<file path="src/hw/rtl/pdt_pkg.sv">
`timescale 1ns / 1ps
// Shared types, constants and microcode ROM for the PID duty trim block.
package pdt_pkg;

    // Field and datapath widths
    localparam int GAIN_W  = 16;
    localparam int FREQ_W  = 16;
    localparam int SPEED_W = 10;
    localparam int DUTY_W  = 10;
    localparam int CORR_W  = 8;
    localparam int MEAS_W  = 16;
    localparam int PROD_W  = FREQ_W + SPEED_W;   // freq * full scale speed
    localparam int ERR_W   = 17;
    localparam int SUM_W   = 12;
    localparam int DIFF_W  = 18;
    localparam int MOP_W   = 24;                 // multiplier operand
    localparam int MUL_W   = GAIN_W + MOP_W;
    localparam int ACC_W   = 42;
    localparam int MAG_W   = 10;
    localparam int PC_W    = 4;
    localparam int CNT_W   = $clog2(PROD_W);
    localparam int CFG_AW  = 5;
    localparam int CFG_DW  = 32;

    // Register indexes (byte address / 4)
    localparam logic [2:0] REG_GAIN_P     = 3'd0;
    localparam logic [2:0] REG_GAIN_I     = 3'd1;
    localparam logic [2:0] REG_GAIN_D     = 3'd2;
    localparam logic [2:0] REG_FS_FREQ    = 3'd3;
    localparam logic [2:0] REG_FS_SPEED   = 3'd4;
    localparam logic [2:0] REG_DUTY_LIMIT = 3'd5;

    localparam logic signed [SUM_W-1:0] SUM_LIMIT  = 12'sd2000;
    localparam logic [MAG_W-1:0]        MAG_CAP    = 10'd1000;  // 100 * 10 after >>8
    localparam logic [7:0]              RECIP_10   = 8'd205;    // /10 as *205 >> 11
    localparam int                      RECIP_SH   = 11;

    typedef struct packed {
        logic signed [GAIN_W-1:0] gain_p;
        logic signed [GAIN_W-1:0] gain_i;
        logic signed [GAIN_W-1:0] gain_d;
        logic [FREQ_W-1:0]        fs_freq;
        logic [SPEED_W-1:0]       fs_speed;
        logic [DUTY_W-1:0]        duty_limit;
    } cfg_t;

    typedef enum logic [3:0] {
        U_NOP,
        U_FREQ,
        U_SCALE,
        U_DIV,
        U_MEAS,
        U_ERR,
        U_SUM,
        U_MUL_P,
        U_MUL_I,
        U_MUL_D,
        U_ACC,
        U_MAG,
        U_CORR,
        U_DUTY,
        U_CLEAR
    } uop_t;

    typedef enum logic [1:0] {
        J_NONE,
        J_ALWAYS,
        J_CLEAR,
        J_DIV_MORE
    } jcond_t;

    typedef struct packed {
        uop_t             uop;
        jcond_t           jcond;
        logic [PC_W-1:0]  target;
        logic             done;
    } ctrl_word_t;

    typedef struct packed {
        logic is_clear;
        logic div_more;
    } dp_flags_t;

    localparam logic [PC_W-1:0] PC_START = 4'd0;
    localparam logic [PC_W-1:0] PC_DIV   = 4'd2;
    localparam logic [PC_W-1:0] PC_CLEAR = 4'd13;
    localparam logic [PC_W-1:0] PC_DONE  = 4'd14;

    function automatic ctrl_word_t ucode(input logic [PC_W-1:0] pc);
        ctrl_word_t cw;
        cw = '{uop: U_NOP, jcond: J_NONE, target: PC_START, done: 1'b0};
        unique case (pc)
            4'd0:  cw = '{uop: U_FREQ,  jcond: J_CLEAR,    target: PC_CLEAR, done: 1'b0};
            4'd1:  cw = '{uop: U_SCALE, jcond: J_NONE,     target: PC_START, done: 1'b0};
            4'd2:  cw = '{uop: U_DIV,   jcond: J_DIV_MORE, target: PC_DIV,   done: 1'b0};
            4'd3:  cw = '{uop: U_MEAS,  jcond: J_NONE,     target: PC_START, done: 1'b0};
            4'd4:  cw = '{uop: U_ERR,   jcond: J_NONE,     target: PC_START, done: 1'b0};
            4'd5:  cw = '{uop: U_SUM,   jcond: J_NONE,     target: PC_START, done: 1'b0};
            4'd6:  cw = '{uop: U_MUL_P, jcond: J_NONE,     target: PC_START, done: 1'b0};
            4'd7:  cw = '{uop: U_MUL_I, jcond: J_NONE,     target: PC_START, done: 1'b0};
            4'd8:  cw = '{uop: U_MUL_D, jcond: J_NONE,     target: PC_START, done: 1'b0};
            4'd9:  cw = '{uop: U_ACC,   jcond: J_NONE,     target: PC_START, done: 1'b0};
            4'd10: cw = '{uop: U_MAG,   jcond: J_NONE,     target: PC_START, done: 1'b0};
            4'd11: cw = '{uop: U_CORR,  jcond: J_NONE,     target: PC_START, done: 1'b0};
            4'd12: cw = '{uop: U_DUTY,  jcond: J_ALWAYS,   target: PC_DONE,  done: 1'b0};
            4'd13: cw = '{uop: U_CLEAR, jcond: J_NONE,     target: PC_START, done: 1'b0};
            default: cw = '{uop: U_NOP, jcond: J_NONE,     target: PC_START, done: 1'b1};
        endcase
        return cw;
    endfunction

endpackage

</file>
<file path="src/hw/rtl/pdt_div.sv">
`timescale 1ns / 1ps
// Restoring divider, one quotient bit per step.
module pdt_div (
    input  logic                         clk,
    input  logic                         rst_n,
    input  logic                         start,
    input  logic                         step,
    input  logic [pdt_pkg::PROD_W-1:0]   dividend,
    input  logic [pdt_pkg::FREQ_W-1:0]   divisor,
    output logic [pdt_pkg::PROD_W-1:0]   quotient,
    output logic                         more
);
    import pdt_pkg::*;

    logic [PROD_W-1:0] dq_reg;
    logic [FREQ_W-1:0] rem_reg;
    logic [CNT_W-1:0]  cnt_reg;
    logic [FREQ_W:0]   rem_sh;
    logic [FREQ_W:0]   rem_sub;
    logic              fits;

    assign rem_sh  = {rem_reg, dq_reg[PROD_W-1]};
    assign rem_sub = rem_sh - {1'b0, divisor};
    assign fits    = rem_sh >= {1'b0, divisor};

    always_ff @(posedge clk)
    begin
        if (start)
        begin
            dq_reg  <= dividend;
            rem_reg <= '0;
        end
        else if (step)
        begin
            // quotient bits shift in as the dividend shifts out
            dq_reg  <= {dq_reg[PROD_W-2:0], fits};
            rem_reg <= fits ? rem_sub[FREQ_W-1:0] : rem_sh[FREQ_W-1:0];
        end
    end

    always_ff @(posedge clk or negedge rst_n)
    begin
        if (!rst_n)
        begin
            cnt_reg <= '0;
        end
        else if (start)
        begin
            cnt_reg <= CNT_W'(PROD_W - 1);
        end
        else if (step && (cnt_reg != '0))
        begin
            cnt_reg <= cnt_reg - 1'b1;
        end
    end

    assign quotient = dq_reg;
    assign more     = cnt_reg != '0;

endmodule

</file>
<file path="src/hw/rtl/pdt_seq.sv">
`timescale 1ns / 1ps
// Microcode step counter with conditional jumps.
module pdt_seq (
    input  logic                   clk,
    input  logic                   rst_n,
    input  logic                   step_en,
    input  pdt_pkg::dp_flags_t     flags,
    output pdt_pkg::ctrl_word_t    cw
);
    import pdt_pkg::*;

    logic [PC_W-1:0] pc_reg;
    logic [PC_W-1:0] pc_next;
    logic            take;

    assign cw = ucode(pc_reg);

    always_comb
    begin
        unique case (cw.jcond)
            J_NONE:     take = 1'b0;
            J_ALWAYS:   take = 1'b1;
            J_CLEAR:    take = flags.is_clear;
            J_DIV_MORE: take = flags.div_more;
        endcase
    end

    always_comb
    begin
        priority if (!step_en)
            pc_next = pc_reg;
        else if (cw.done)
            pc_next = PC_START;
        else if (take)
            pc_next = cw.target;
        else
            pc_next = pc_reg + 1'b1;
    end

    always_ff @(posedge clk or negedge rst_n)
    begin
        if (!rst_n)
        begin
            pc_reg <= PC_START;
        end
        else
        begin
            pc_reg <= pc_next;
        end
    end

endmodule

</file>
<file path="src/hw/rtl/pdt_dp.sv">
`timescale 1ns / 1ps
// Datapath: speed scaling, error terms, shared multiplier and output clamps.
module pdt_dp (
    input  logic                          clk,
    input  logic                          rst_n,
    input  logic                          load,
    input  logic                          in_op,
    input  logic [pdt_pkg::FREQ_W-1:0]    in_pulses,
    input  logic [pdt_pkg::SPEED_W-1:0]   in_target,
    input  logic [pdt_pkg::DUTY_W-1:0]    in_base,
    input  logic                          step_en,
    input  pdt_pkg::ctrl_word_t           cw,
    input  pdt_pkg::cfg_t                 cfg,
    output pdt_pkg::dp_flags_t            flags,
    output logic [pdt_pkg::MEAS_W-1:0]    measured,
    output logic [pdt_pkg::CORR_W-1:0]    corr,
    output logic [pdt_pkg::DUTY_W-1:0]    duty
);
    import pdt_pkg::*;

    logic                     op_reg;
    logic [FREQ_W-1:0]        pulses_reg;
    logic [SPEED_W-1:0]       target_reg;
    logic [DUTY_W-1:0]        base_reg;

    logic [FREQ_W-1:0]        freq_reg;
    logic [MEAS_W-1:0]        measured_reg;
    logic signed [ERR_W-1:0]  e_reg;
    logic signed [SUM_W-1:0]  sum_reg;
    logic signed [DIFF_W-1:0] diff_reg;
    logic signed [MUL_W-1:0]  mul_reg;
    logic signed [ACC_W-1:0]  acc_reg;
    logic                     neg_reg;
    logic [MAG_W-1:0]         mag_reg;
    logic [CORR_W-1:0]        corr_reg;
    logic [DUTY_W-1:0]        duty_reg;
    logic signed [SUM_W-1:0]  error_sum_reg;
    logic signed [ERR_W-1:0]  last_error_reg;

    logic [FREQ_W+3:0]        freq_x10;
    logic [FREQ_W-1:0]        freq_next;
    logic [PROD_W-1:0]        prod;
    logic [FREQ_W-1:0]        divisor;
    logic [PROD_W-1:0]        quot;
    logic                     div_more;
    logic [MEAS_W-1:0]        measured_next;
    logic signed [ERR_W-1:0]  e_next;
    logic signed [SUM_W+5:0]  sum_wide;
    logic signed [SUM_W-1:0]  sum_next;
    logic signed [DIFF_W-1:0] diff_next;
    logic signed [MOP_W-1:0]  e_ext;
    logic signed [MOP_W-1:0]  sum_ext;
    logic signed [MOP_W-1:0]  diff_ext;
    logic signed [GAIN_W-1:0] mul_gain;
    logic signed [MOP_W-1:0]  mul_op;
    logic signed [MUL_W-1:0]  mul_next;
    logic signed [ACC_W-1:0]  acc_sum;
    logic [ACC_W-1:0]         acc_abs;
    logic [MAG_W-1:0]         mag_next;
    logic [17:0]              recip_prod;
    logic [CORR_W-2:0]        quo10;
    logic [CORR_W-1:0]        corr_next;
    logic signed [DUTY_W+1:0] duty_sum;
    logic [DUTY_W-1:0]        duty_next;

    // frequency = count * 10, saturating
    assign freq_x10  = {1'b0, pulses_reg, 3'b000} + {3'b000, pulses_reg, 1'b0};
    assign freq_next = (|freq_x10[FREQ_W+3:FREQ_W]) ? '1 : freq_x10[FREQ_W-1:0];

    assign prod    = PROD_W'(freq_reg) * PROD_W'(cfg.fs_speed);
    assign divisor = (cfg.fs_freq == '0) ? FREQ_W'(1) : cfg.fs_freq;

    pdt_div u_div (
        .clk      (clk),
        .rst_n    (rst_n),
        .start    (step_en && (cw.uop == U_SCALE)),
        .step     (step_en && (cw.uop == U_DIV)),
        .dividend (prod),
        .divisor  (divisor),
        .quotient (quot),
        .more     (div_more)
    );

    assign measured_next = (|quot[PROD_W-1:MEAS_W]) ? '1 : quot[MEAS_W-1:0];
    assign e_next = $signed({{(ERR_W-SPEED_W){1'b0}}, target_reg})
                  - $signed({1'b0, measured_reg});

    // error sum with anti-windup clamp
    assign sum_wide = $signed({{6{error_sum_reg[SUM_W-1]}}, error_sum_reg})
                    + $signed({e_reg[ERR_W-1], e_reg});
    always_comb
    begin
        priority if (sum_wide > $signed({{6{1'b0}}, SUM_LIMIT}))
            sum_next = SUM_LIMIT;
        else if (sum_wide < -$signed({{6{1'b0}}, SUM_LIMIT}))
            sum_next = -SUM_LIMIT;
        else
            sum_next = sum_wide[SUM_W-1:0];
    end

    assign diff_next = $signed({e_reg[ERR_W-1], e_reg})
                     - $signed({last_error_reg[ERR_W-1], last_error_reg});

    assign e_ext    = {{(MOP_W-ERR_W){e_reg[ERR_W-1]}}, e_reg};
    assign sum_ext  = {{(MOP_W-SUM_W){sum_reg[SUM_W-1]}}, sum_reg};
    assign diff_ext = {{(MOP_W-DIFF_W){diff_reg[DIFF_W-1]}}, diff_reg};

    // one shared multiplier; the scale factors 10 and 100 are folded into the operand
    always_comb
    begin
        unique case (cw.uop)
            U_MUL_P:
            begin
                mul_gain = cfg.gain_p;
                mul_op   = e_ext * 24'sd10;
            end
            U_MUL_I:
            begin
                mul_gain = cfg.gain_i;
                mul_op   = sum_ext;
            end
            U_MUL_D:
            begin
                mul_gain = cfg.gain_d;
                mul_op   = diff_ext * 24'sd100;
            end
            default:
            begin
                mul_gain = '0;
                mul_op   = '0;
            end
        endcase
    end

    assign mul_next = mul_gain * mul_op;
    assign acc_sum  = acc_reg + {{(ACC_W-MUL_W){mul_reg[MUL_W-1]}}, mul_reg};

    // |T| >> 8, capped at 1000 so that the /10 gives the +-100 limit
    assign acc_abs  = acc_reg[ACC_W-1] ? ACC_W'(-acc_reg) : ACC_W'(acc_reg);
    assign mag_next = (acc_abs[ACC_W-1:8] >= (ACC_W-8)'(MAG_CAP)) ? MAG_CAP : acc_abs[17:8];

    assign recip_prod = 18'(mag_reg) * 18'(RECIP_10);
    assign quo10      = recip_prod[17:RECIP_SH];
    assign corr_next  = neg_reg ? CORR_W'(-{1'b0, quo10}) : {1'b0, quo10};

    assign duty_sum = $signed({2'b00, base_reg})
                    + $signed({{(DUTY_W+2-CORR_W){corr_reg[CORR_W-1]}}, corr_reg});
    always_comb
    begin
        priority if (duty_sum[DUTY_W+1])
            duty_next = '0;
        else if (duty_sum[DUTY_W:0] > {1'b0, cfg.duty_limit})
            duty_next = cfg.duty_limit;
        else
            duty_next = duty_sum[DUTY_W-1:0];
    end

    always_ff @(posedge clk)
    begin
        if (load)
        begin
            op_reg     <= in_op;
            pulses_reg <= in_pulses;
            target_reg <= in_target;
            base_reg   <= in_base;
        end
        if (step_en)
        begin
            unique case (cw.uop)
                U_FREQ:  freq_reg     <= freq_next;
                U_MEAS:  measured_reg <= measured_next;
                U_ERR:   e_reg        <= e_next;
                U_SUM:
                begin
                    sum_reg  <= sum_next;
                    diff_reg <= diff_next;
                end
                U_MUL_P:
                begin
                    mul_reg <= mul_next;
                    acc_reg <= '0;
                end
                U_MUL_I, U_MUL_D:
                begin
                    mul_reg <= mul_next;
                    acc_reg <= acc_sum;
                end
                U_ACC:   acc_reg <= acc_sum;
                U_MAG:
                begin
                    mag_reg <= mag_next;
                    neg_reg <= acc_reg[ACC_W-1];
                end
                U_CORR:  corr_reg <= corr_next;
                U_DUTY:  duty_reg <= duty_next;
                U_CLEAR:
                begin
                    measured_reg <= '0;
                    corr_reg     <= '0;
                    duty_reg     <= '0;
                end
                default: ;
            endcase
        end
    end

    always_ff @(posedge clk or negedge rst_n)
    begin
        if (!rst_n)
        begin
            error_sum_reg  <= '0;
            last_error_reg <= '0;
        end
        else if (step_en && (cw.uop == U_DUTY))
        begin
            error_sum_reg  <= sum_reg;
            last_error_reg <= e_reg;
        end
        else if (step_en && (cw.uop == U_CLEAR))
        begin
            error_sum_reg  <= '0;
            last_error_reg <= '0;
        end
    end

    assign flags.is_clear = op_reg;
    assign flags.div_more = div_more;
    assign measured = measured_reg;
    assign corr     = corr_reg;
    assign duty     = duty_reg;

endmodule

</file>
<file path="src/hw/rtl/pid_duty_trim.sv">
`timescale 1ns / 1ps
// Top level of the PID duty trim block: config registers, stream ports, result register.
//
//  Channel   Direction  Transaction content
//  s_*       in         tuser: op; tdata: pulse_count, target_speed, base_duty
//  m_*       out        tdata: trimmed_duty, correction, measured_speed
//  APB       in/out     gain_p, gain_i, gain_d, full_scale_freq, full_scale_speed,
//                       duty_limit at byte addresses 0x00..0x14
//
// A trim sample runs the 26-step restoring divider for the speed scaling plus 13
// other microcode steps; a clear jumps from the first step to the clear step.
// One sample is in work at a time; s_tready returns together with m_tvalid, when the
// result is written to the output register, which holds it while m_tready is low.
// Reset clears the controller state and loads the register defaults.
module pid_duty_trim (
    input  logic                         clk,
    input  logic                         rst_n,
    input  logic                         s_tvalid,
    output logic                         s_tready,
    input  logic [39:0]                  s_tdata,   // pulse_count[15:0], target_speed[25:16],
                                                    // base_duty[35:26], zero pad
    input  logic                         s_tuser,   // op: 0 trim, 1 clear
    output logic                         m_tvalid,
    input  logic                         m_tready,
    output logic [39:0]                  m_tdata,   // trimmed_duty[9:0], correction[17:10],
                                                    // measured_speed[33:18], zero pad
    input  logic                         psel,
    input  logic                         penable,
    input  logic                         pwrite,
    input  logic [pdt_pkg::CFG_AW-1:0]   paddr,
    input  logic [pdt_pkg::CFG_DW-1:0]   pwdata,
    output logic [pdt_pkg::CFG_DW-1:0]   prdata,
    output logic                         pready
);
    import pdt_pkg::*;

    cfg_t               cfg_reg;
    logic               busy_reg;
    logic               out_valid_reg;
    logic [DUTY_W-1:0]  out_duty_reg;
    logic [CORR_W-1:0]  out_corr_reg;
    logic [MEAS_W-1:0]  out_meas_reg;

    ctrl_word_t         cw;
    dp_flags_t          flags;
    logic               accept;
    logic               step_en;
    logic               finish;
    logic               cfg_wr;
    logic [MEAS_W-1:0]  dp_meas;
    logic [CORR_W-1:0]  dp_corr;
    logic [DUTY_W-1:0]  dp_duty;

    assign pready   = 1'b1;
    assign s_tready = !busy_reg;
    assign accept   = s_tvalid && s_tready;
    // the final step waits while the result register is still full
    assign step_en  = busy_reg && !(cw.done && out_valid_reg && !m_tready);
    assign finish   = step_en && cw.done;
    assign cfg_wr   = psel && penable && pwrite && pready;

    always_ff @(posedge clk or negedge rst_n)
    begin
        if (!rst_n)
        begin
            cfg_reg.gain_p     <= 16'sd256;
            cfg_reg.gain_i     <= '0;
            cfg_reg.gain_d     <= '0;
            cfg_reg.fs_freq    <= 16'd1000;
            cfg_reg.fs_speed   <= 10'd260;
            cfg_reg.duty_limit <= 10'd384;
        end
        else if (cfg_wr)
        begin
            unique case (paddr[4:2])
                REG_GAIN_P:     cfg_reg.gain_p     <= pwdata[GAIN_W-1:0];
                REG_GAIN_I:     cfg_reg.gain_i     <= pwdata[GAIN_W-1:0];
                REG_GAIN_D:     cfg_reg.gain_d     <= pwdata[GAIN_W-1:0];
                REG_FS_FREQ:    cfg_reg.fs_freq    <= pwdata[FREQ_W-1:0];
                REG_FS_SPEED:   cfg_reg.fs_speed   <= pwdata[SPEED_W-1:0];
                REG_DUTY_LIMIT: cfg_reg.duty_limit <= pwdata[DUTY_W-1:0];
                default: ;
            endcase
        end
    end

    always_comb
    begin
        unique case (paddr[4:2])
            REG_GAIN_P:     prdata = CFG_DW'(cfg_reg.gain_p[GAIN_W-1:0]);
            REG_GAIN_I:     prdata = CFG_DW'(cfg_reg.gain_i[GAIN_W-1:0]);
            REG_GAIN_D:     prdata = CFG_DW'(cfg_reg.gain_d[GAIN_W-1:0]);
            REG_FS_FREQ:    prdata = CFG_DW'(cfg_reg.fs_freq);
            REG_FS_SPEED:   prdata = CFG_DW'(cfg_reg.fs_speed);
            REG_DUTY_LIMIT: prdata = CFG_DW'(cfg_reg.duty_limit);
            default:        prdata = '0;
        endcase
    end

    always_ff @(posedge clk or negedge rst_n)
    begin
        if (!rst_n)
        begin
            busy_reg      <= 1'b0;
            out_valid_reg <= 1'b0;
        end
        else
        begin
            if (accept)
                busy_reg <= 1'b1;
            else if (finish)
                busy_reg <= 1'b0;

            if (finish)
                out_valid_reg <= 1'b1;
            else if (m_tready)
                out_valid_reg <= 1'b0;
        end
    end

    always_ff @(posedge clk)
    begin
        if (finish)
        begin
            out_duty_reg <= dp_duty;
            out_corr_reg <= dp_corr;
            out_meas_reg <= dp_meas;
        end
    end

    pdt_seq u_seq (
        .clk     (clk),
        .rst_n   (rst_n),
        .step_en (step_en),
        .flags   (flags),
        .cw      (cw)
    );

    pdt_dp u_dp (
        .clk       (clk),
        .rst_n     (rst_n),
        .load      (accept),
        .in_op     (s_tuser),
        .in_pulses (s_tdata[15:0]),
        .in_target (s_tdata[25:16]),
        .in_base   (s_tdata[35:26]),
        .step_en   (step_en),
        .cw        (cw),
        .cfg       (cfg_reg),
        .flags     (flags),
        .measured  (dp_meas),
        .corr      (dp_corr),
        .duty      (dp_duty)
    );

    assign m_tvalid = out_valid_reg;
    assign m_tdata  = {6'b000000, out_meas_reg, out_corr_reg, out_duty_reg};

endmodule

</file>
<file path="config.mk">
export PLATFORM = sky130hd
export DESIGN_NAME = pid_duty_trim
export DESIGN_NICKNAME = d
export VERILOG_FILES = /design/src/hw/rtl/pdt_pkg.sv /design/src/hw/rtl/pdt_div.sv /design/src/hw/rtl/pdt_seq.sv /design/src/hw/rtl/pdt_dp.sv /design/src/hw/rtl/pid_duty_trim.sv
export SDC_FILE = /design/constraint.sdc
export NUM_CORES = 2
export LEC_CHECK = 0
export BUFFER_PORTS_ARGS = -buffer_cell sky130_fd_sc_hd__buf_2
export CORE_ASPECT_RATIO = 0.8
export CORE_MARGIN = 2
export CORE_UTILIZATION = 50
export DETAILED_ROUTE_END_ITERATION = 7
export GPL_ROUTABILITY_DRIVEN = 0
export PLACE_DENSITY = 0.64
export SLEW_MARGIN = 20
export SYNTH_ARGS = -nofsm -noshare
export SYNTH_HDL_FRONTEND = slang
export SYNTH_SLANG_ARGS = --single-unit
export TNS_END_PERCENT = 30
</file>
<file path="constraint.sdc">
create_clock -name clk -period 25.4 [get_ports clk]
set_input_delay 2.54 -clock clk [delete_from_list [all_inputs] [get_ports clk]]
set_output_delay 2.54 -clock clk [all_outputs]
set_load 0.03 [all_outputs]
</file>
==> results.py <==
metrics = {
    "detailed_routing": {
        "avgViaCountPerCell": 5.68,
        "drt_first_pass_iters": 8,
        "antenna_left": 0,
        "wl_per_cell_microns": 19.0,
        "drc": 0,
        "wl_microns": 120000,
        "drt_iter0_markers": 2929,
        "vias": 35736,
    },
    "synth": {
        "syn_area_sq_um": 47100,
        "ys_ff_latch": 427,
        "ys_seq_area_frac": 0.256,
        "synth_edf_count": 287,
        "netlist_instances": 4978,
        "yosysWarnings": 0,
        "avgSynthCellArea_sq_um": 9.47,
        "synth-async-reset-ratio": 0.290,
        "yosysUniqueCellTypes": 96,
        "synth-main-ff-cell": "edfxtp_1",
    },
    "timing": {
        "setup-tns-final_ns": 0,
        "layout_setup_ws_ns": 14.52,
        "relSlewSlack": 0.190,
        "rsz0062_at_grt": "no",
        "finalHoldWorstSlack_ns": 0.428,
        "max_freq_ghz": 0.0919,
        "layout_min_cycle_time_ns": 10.88,
        "finClkSkew_ns": 0.0375,
        "period_share": 0.428,
        "tightest_slew_ns": 1.21,
        "maxSlewViolCount": 0,
        "hold_viol_final": 0,
        "setup_violations": 0,
    },
    "floorplan": {
        "fp.dieH_microns": 279,
        "core_sq_um": 93200,
        "dieArea_sq_um": 96700,
        "rows": 100,
        "initial_core_util": 0.505,
        "fp.dieW_microns": 347,
        "ioPinCount": 160,
    },
    "clock_tree": {
        "path_clk_slew_ns": 0.06,
        "clockBufferDepth": 3,
        "cts_tree": "built",
        "cts_resized": 0,
        "postCtsHoldBufs": 0,
        "cts_setup_buffers": 0,
        "clockRootBuffer": "clkbuf_16",
        "numCtsBuffers": 49,
        "clk_latency_ns": 0.64,
        "htree_levels": 2,
        "cts.sinks": 427,
    },
    "worst_setup_path": {
        "r2r_slack_ns": 14.52,
        "path_class": "flip-flop to flip-flop",
        "worst_setup_path_end_kind": "flip-flop",
        "crit_slowest_cell": "a211oi_2",
        "crit_fanout": 8,
        "slowest_delay_ns": 0.99,
        "cp.arrival_ns": 11.26,
        "cpMostUsedCell": "fa_1",
        "worstPathRequired_ns": 25.78,
        "critPathLaunchType": "flip-flop",
    },
    "global_route": {
        "antenna_found_initial": 2,
        "gr-usage-all-layers": 0.253,
        "grt_max_degree": 54,
        "grt_pass1_vias": 34990,
        "grt-ovfl-total": 0,
        "grt_pass1_wl_microns": 193000,
    },
    "placement": {
        "hpwl_microns": 96400,
        "io_buffer_count": 114,
        "preCtsSetupSlack_ns": 14.70,
    },
    "final_layout": {
        "final_cell_mix": "inv_1, fa_1, nor2_1, nand2_1, ha_1",
        "drive_gt1_frac": 0.0830,
        "largest_reg_flops": 84,
        "num-nets-final": 6075,
        "syn_to_final_growth_pct": 7.47,
        "final_common_cell": "inv_1",
    },
    "power_and_ir_drop": {
        "ir_drop_uv": 241,
        "power_leakage_uw": 0.0231,
        "powerDensity_nw_per_um2": 145,
    },
    "run_status": {
        "outcome": "finished, final reports clean",
    },
    "run": {
        "drv_cap": 0,
    },
    "worst_hold_path": {
        "hp-class": "flip-flop to flip-flop",
    },
}
Yosys cell counts, types with 18 or more instances:
| cell type | count | share of area |
|---|---|---|
| a211oi_1 | 39 | 0.0062 |
| a21boi_0 | 20 | 0.0032 |
| a21o_1 | 64 | 0.010 |
| a21oi_1 | 209 | 0.022 |
| a22o_1 | 18 | 0.0033 |
| a22oi_1 | 24 | 0.0038 |
| a31oi_1 | 22 | 0.0029 |
| and2_1 | 108 | 0.014 |
| and3_1 | 18 | 0.0024 |
| buf_2 | 19 | 0.0020 |
| buf_4 | 24 | 0.0038 |
| clkbuf_1 | 123 | 0.0098 |
| dfrtp_1 | 113 | 0.060 |
| edfxtp_1 | 287 | 0.18 |
| fa_1 | 525 | 0.22 |
| ha_1 | 435 | 0.12 |
| inv_1 | 760 | 0.061 |
| mux2_2 | 81 | 0.019 |
| mux2i_1 | 31 | 0.0066 |
| nand2_1 | 467 | 0.037 |
| nand2b_1 | 51 | 0.0068 |
| nand3_1 | 74 | 0.0079 |
| nand4_1 | 20 | 0.0027 |
| nor2_1 | 473 | 0.038 |
| nor2b_1 | 50 | 0.0066 |
| nor3_1 | 88 | 0.0093 |
| nor4_1 | 18 | 0.0024 |
| o211ai_1 | 18 | 0.0029 |
| o21a_1 | 42 | 0.0067 |
| o21ai_0 | 218 | 0.023 |
| o31ai_1 | 23 | 0.0037 |
| or2_2 | 37 | 0.0049 |
| or3_1 | 30 | 0.0040 |
| xnor2_1 | 114 | 0.021 |
| xor2_1 | 76 | 0.014 |
worst paths after layout:
path / startpoint / end / cells after the start
worst min-delay path: u_dp.duty[2] / out_duty_reg[2] / 0
min in group asynchronous: rst_n / cfg_reg[17] / 1
worst max-delay path: u_dp.diff_reg[1] / u_dp.mul_reg[36] / 34
worst max register to register: u_dp.diff_reg[1] / u_dp.mul_reg[36] / 34
worst min register to register: u_dp.duty[2] / out_duty_reg[2] / 0
max in group asynchronous: rst_n / u_seq.pc_reg[2] / 2
power breakdown:
part	switching (uW)	internal, uW
sequential	230	1090
clock	318	427
combinational	3230	2040
total	3780	3550
kinds of logic after synthesis:
kind of cell	synth area share
compound gates	0.114
xor+xnor	0.0353
fa+ha+maj	0.339
buf+inv	0.0773
flops	0.256
mux	0.0291
other cells	0.000159
simple gates	0.150
per-layer routing:
layer	GRT usage	part of all wire	wire length, microns	up-vias
met5	0	0.000092	11	-
met4	0.0469	0.017	1980	2
li1	-	-	-	16707
met3	0.0471	0.085	10200	134
met1	0.387	0.48	57200	17724
met2	0.374	0.42	50500	1169
worst max-delay path, delay by kind of cell (launching register included):
family	cells	cell delay (ns)
compound gates	13	3.98
xor+xnor	1	0.16
fa+ha+maj	12	5.23
buf+inv	4	0.19
flops	1	0.44
simple gates	4	0.61
layout make-up:
type / instances / area, sq um
well taps: 1224 / 1530
fillers: 8438 / 42600
clock inverters: 33 / 394
multi-input cells: 3632 / 31600
flip-flops and latches: 427 / 12100
clock buffers: 58 / 1280
repair buffers: 160 / 931
diodes: 1 / 2.50
inverters: 760 / 2850
metrics by stage:
stage | cell area, sq um | instances | total power, uW | util
5_1_grt | 50600 | 6294 | 8040 | 0.543
2_1_floorplan | 47200 | 4999 | 5160 | -
3_5_place_dp | 48900 | 6202 | 6520 | 0.525
4_1_cts | 50600 | 6293 | 7310 | 0.543
3_3_place_gp | 48900 | 6202 | 6450 | 0.525
6_report | 50600 | 6295 | 7330 | 0.543
No activity file was read; power rests on OpenSTA's default activity.
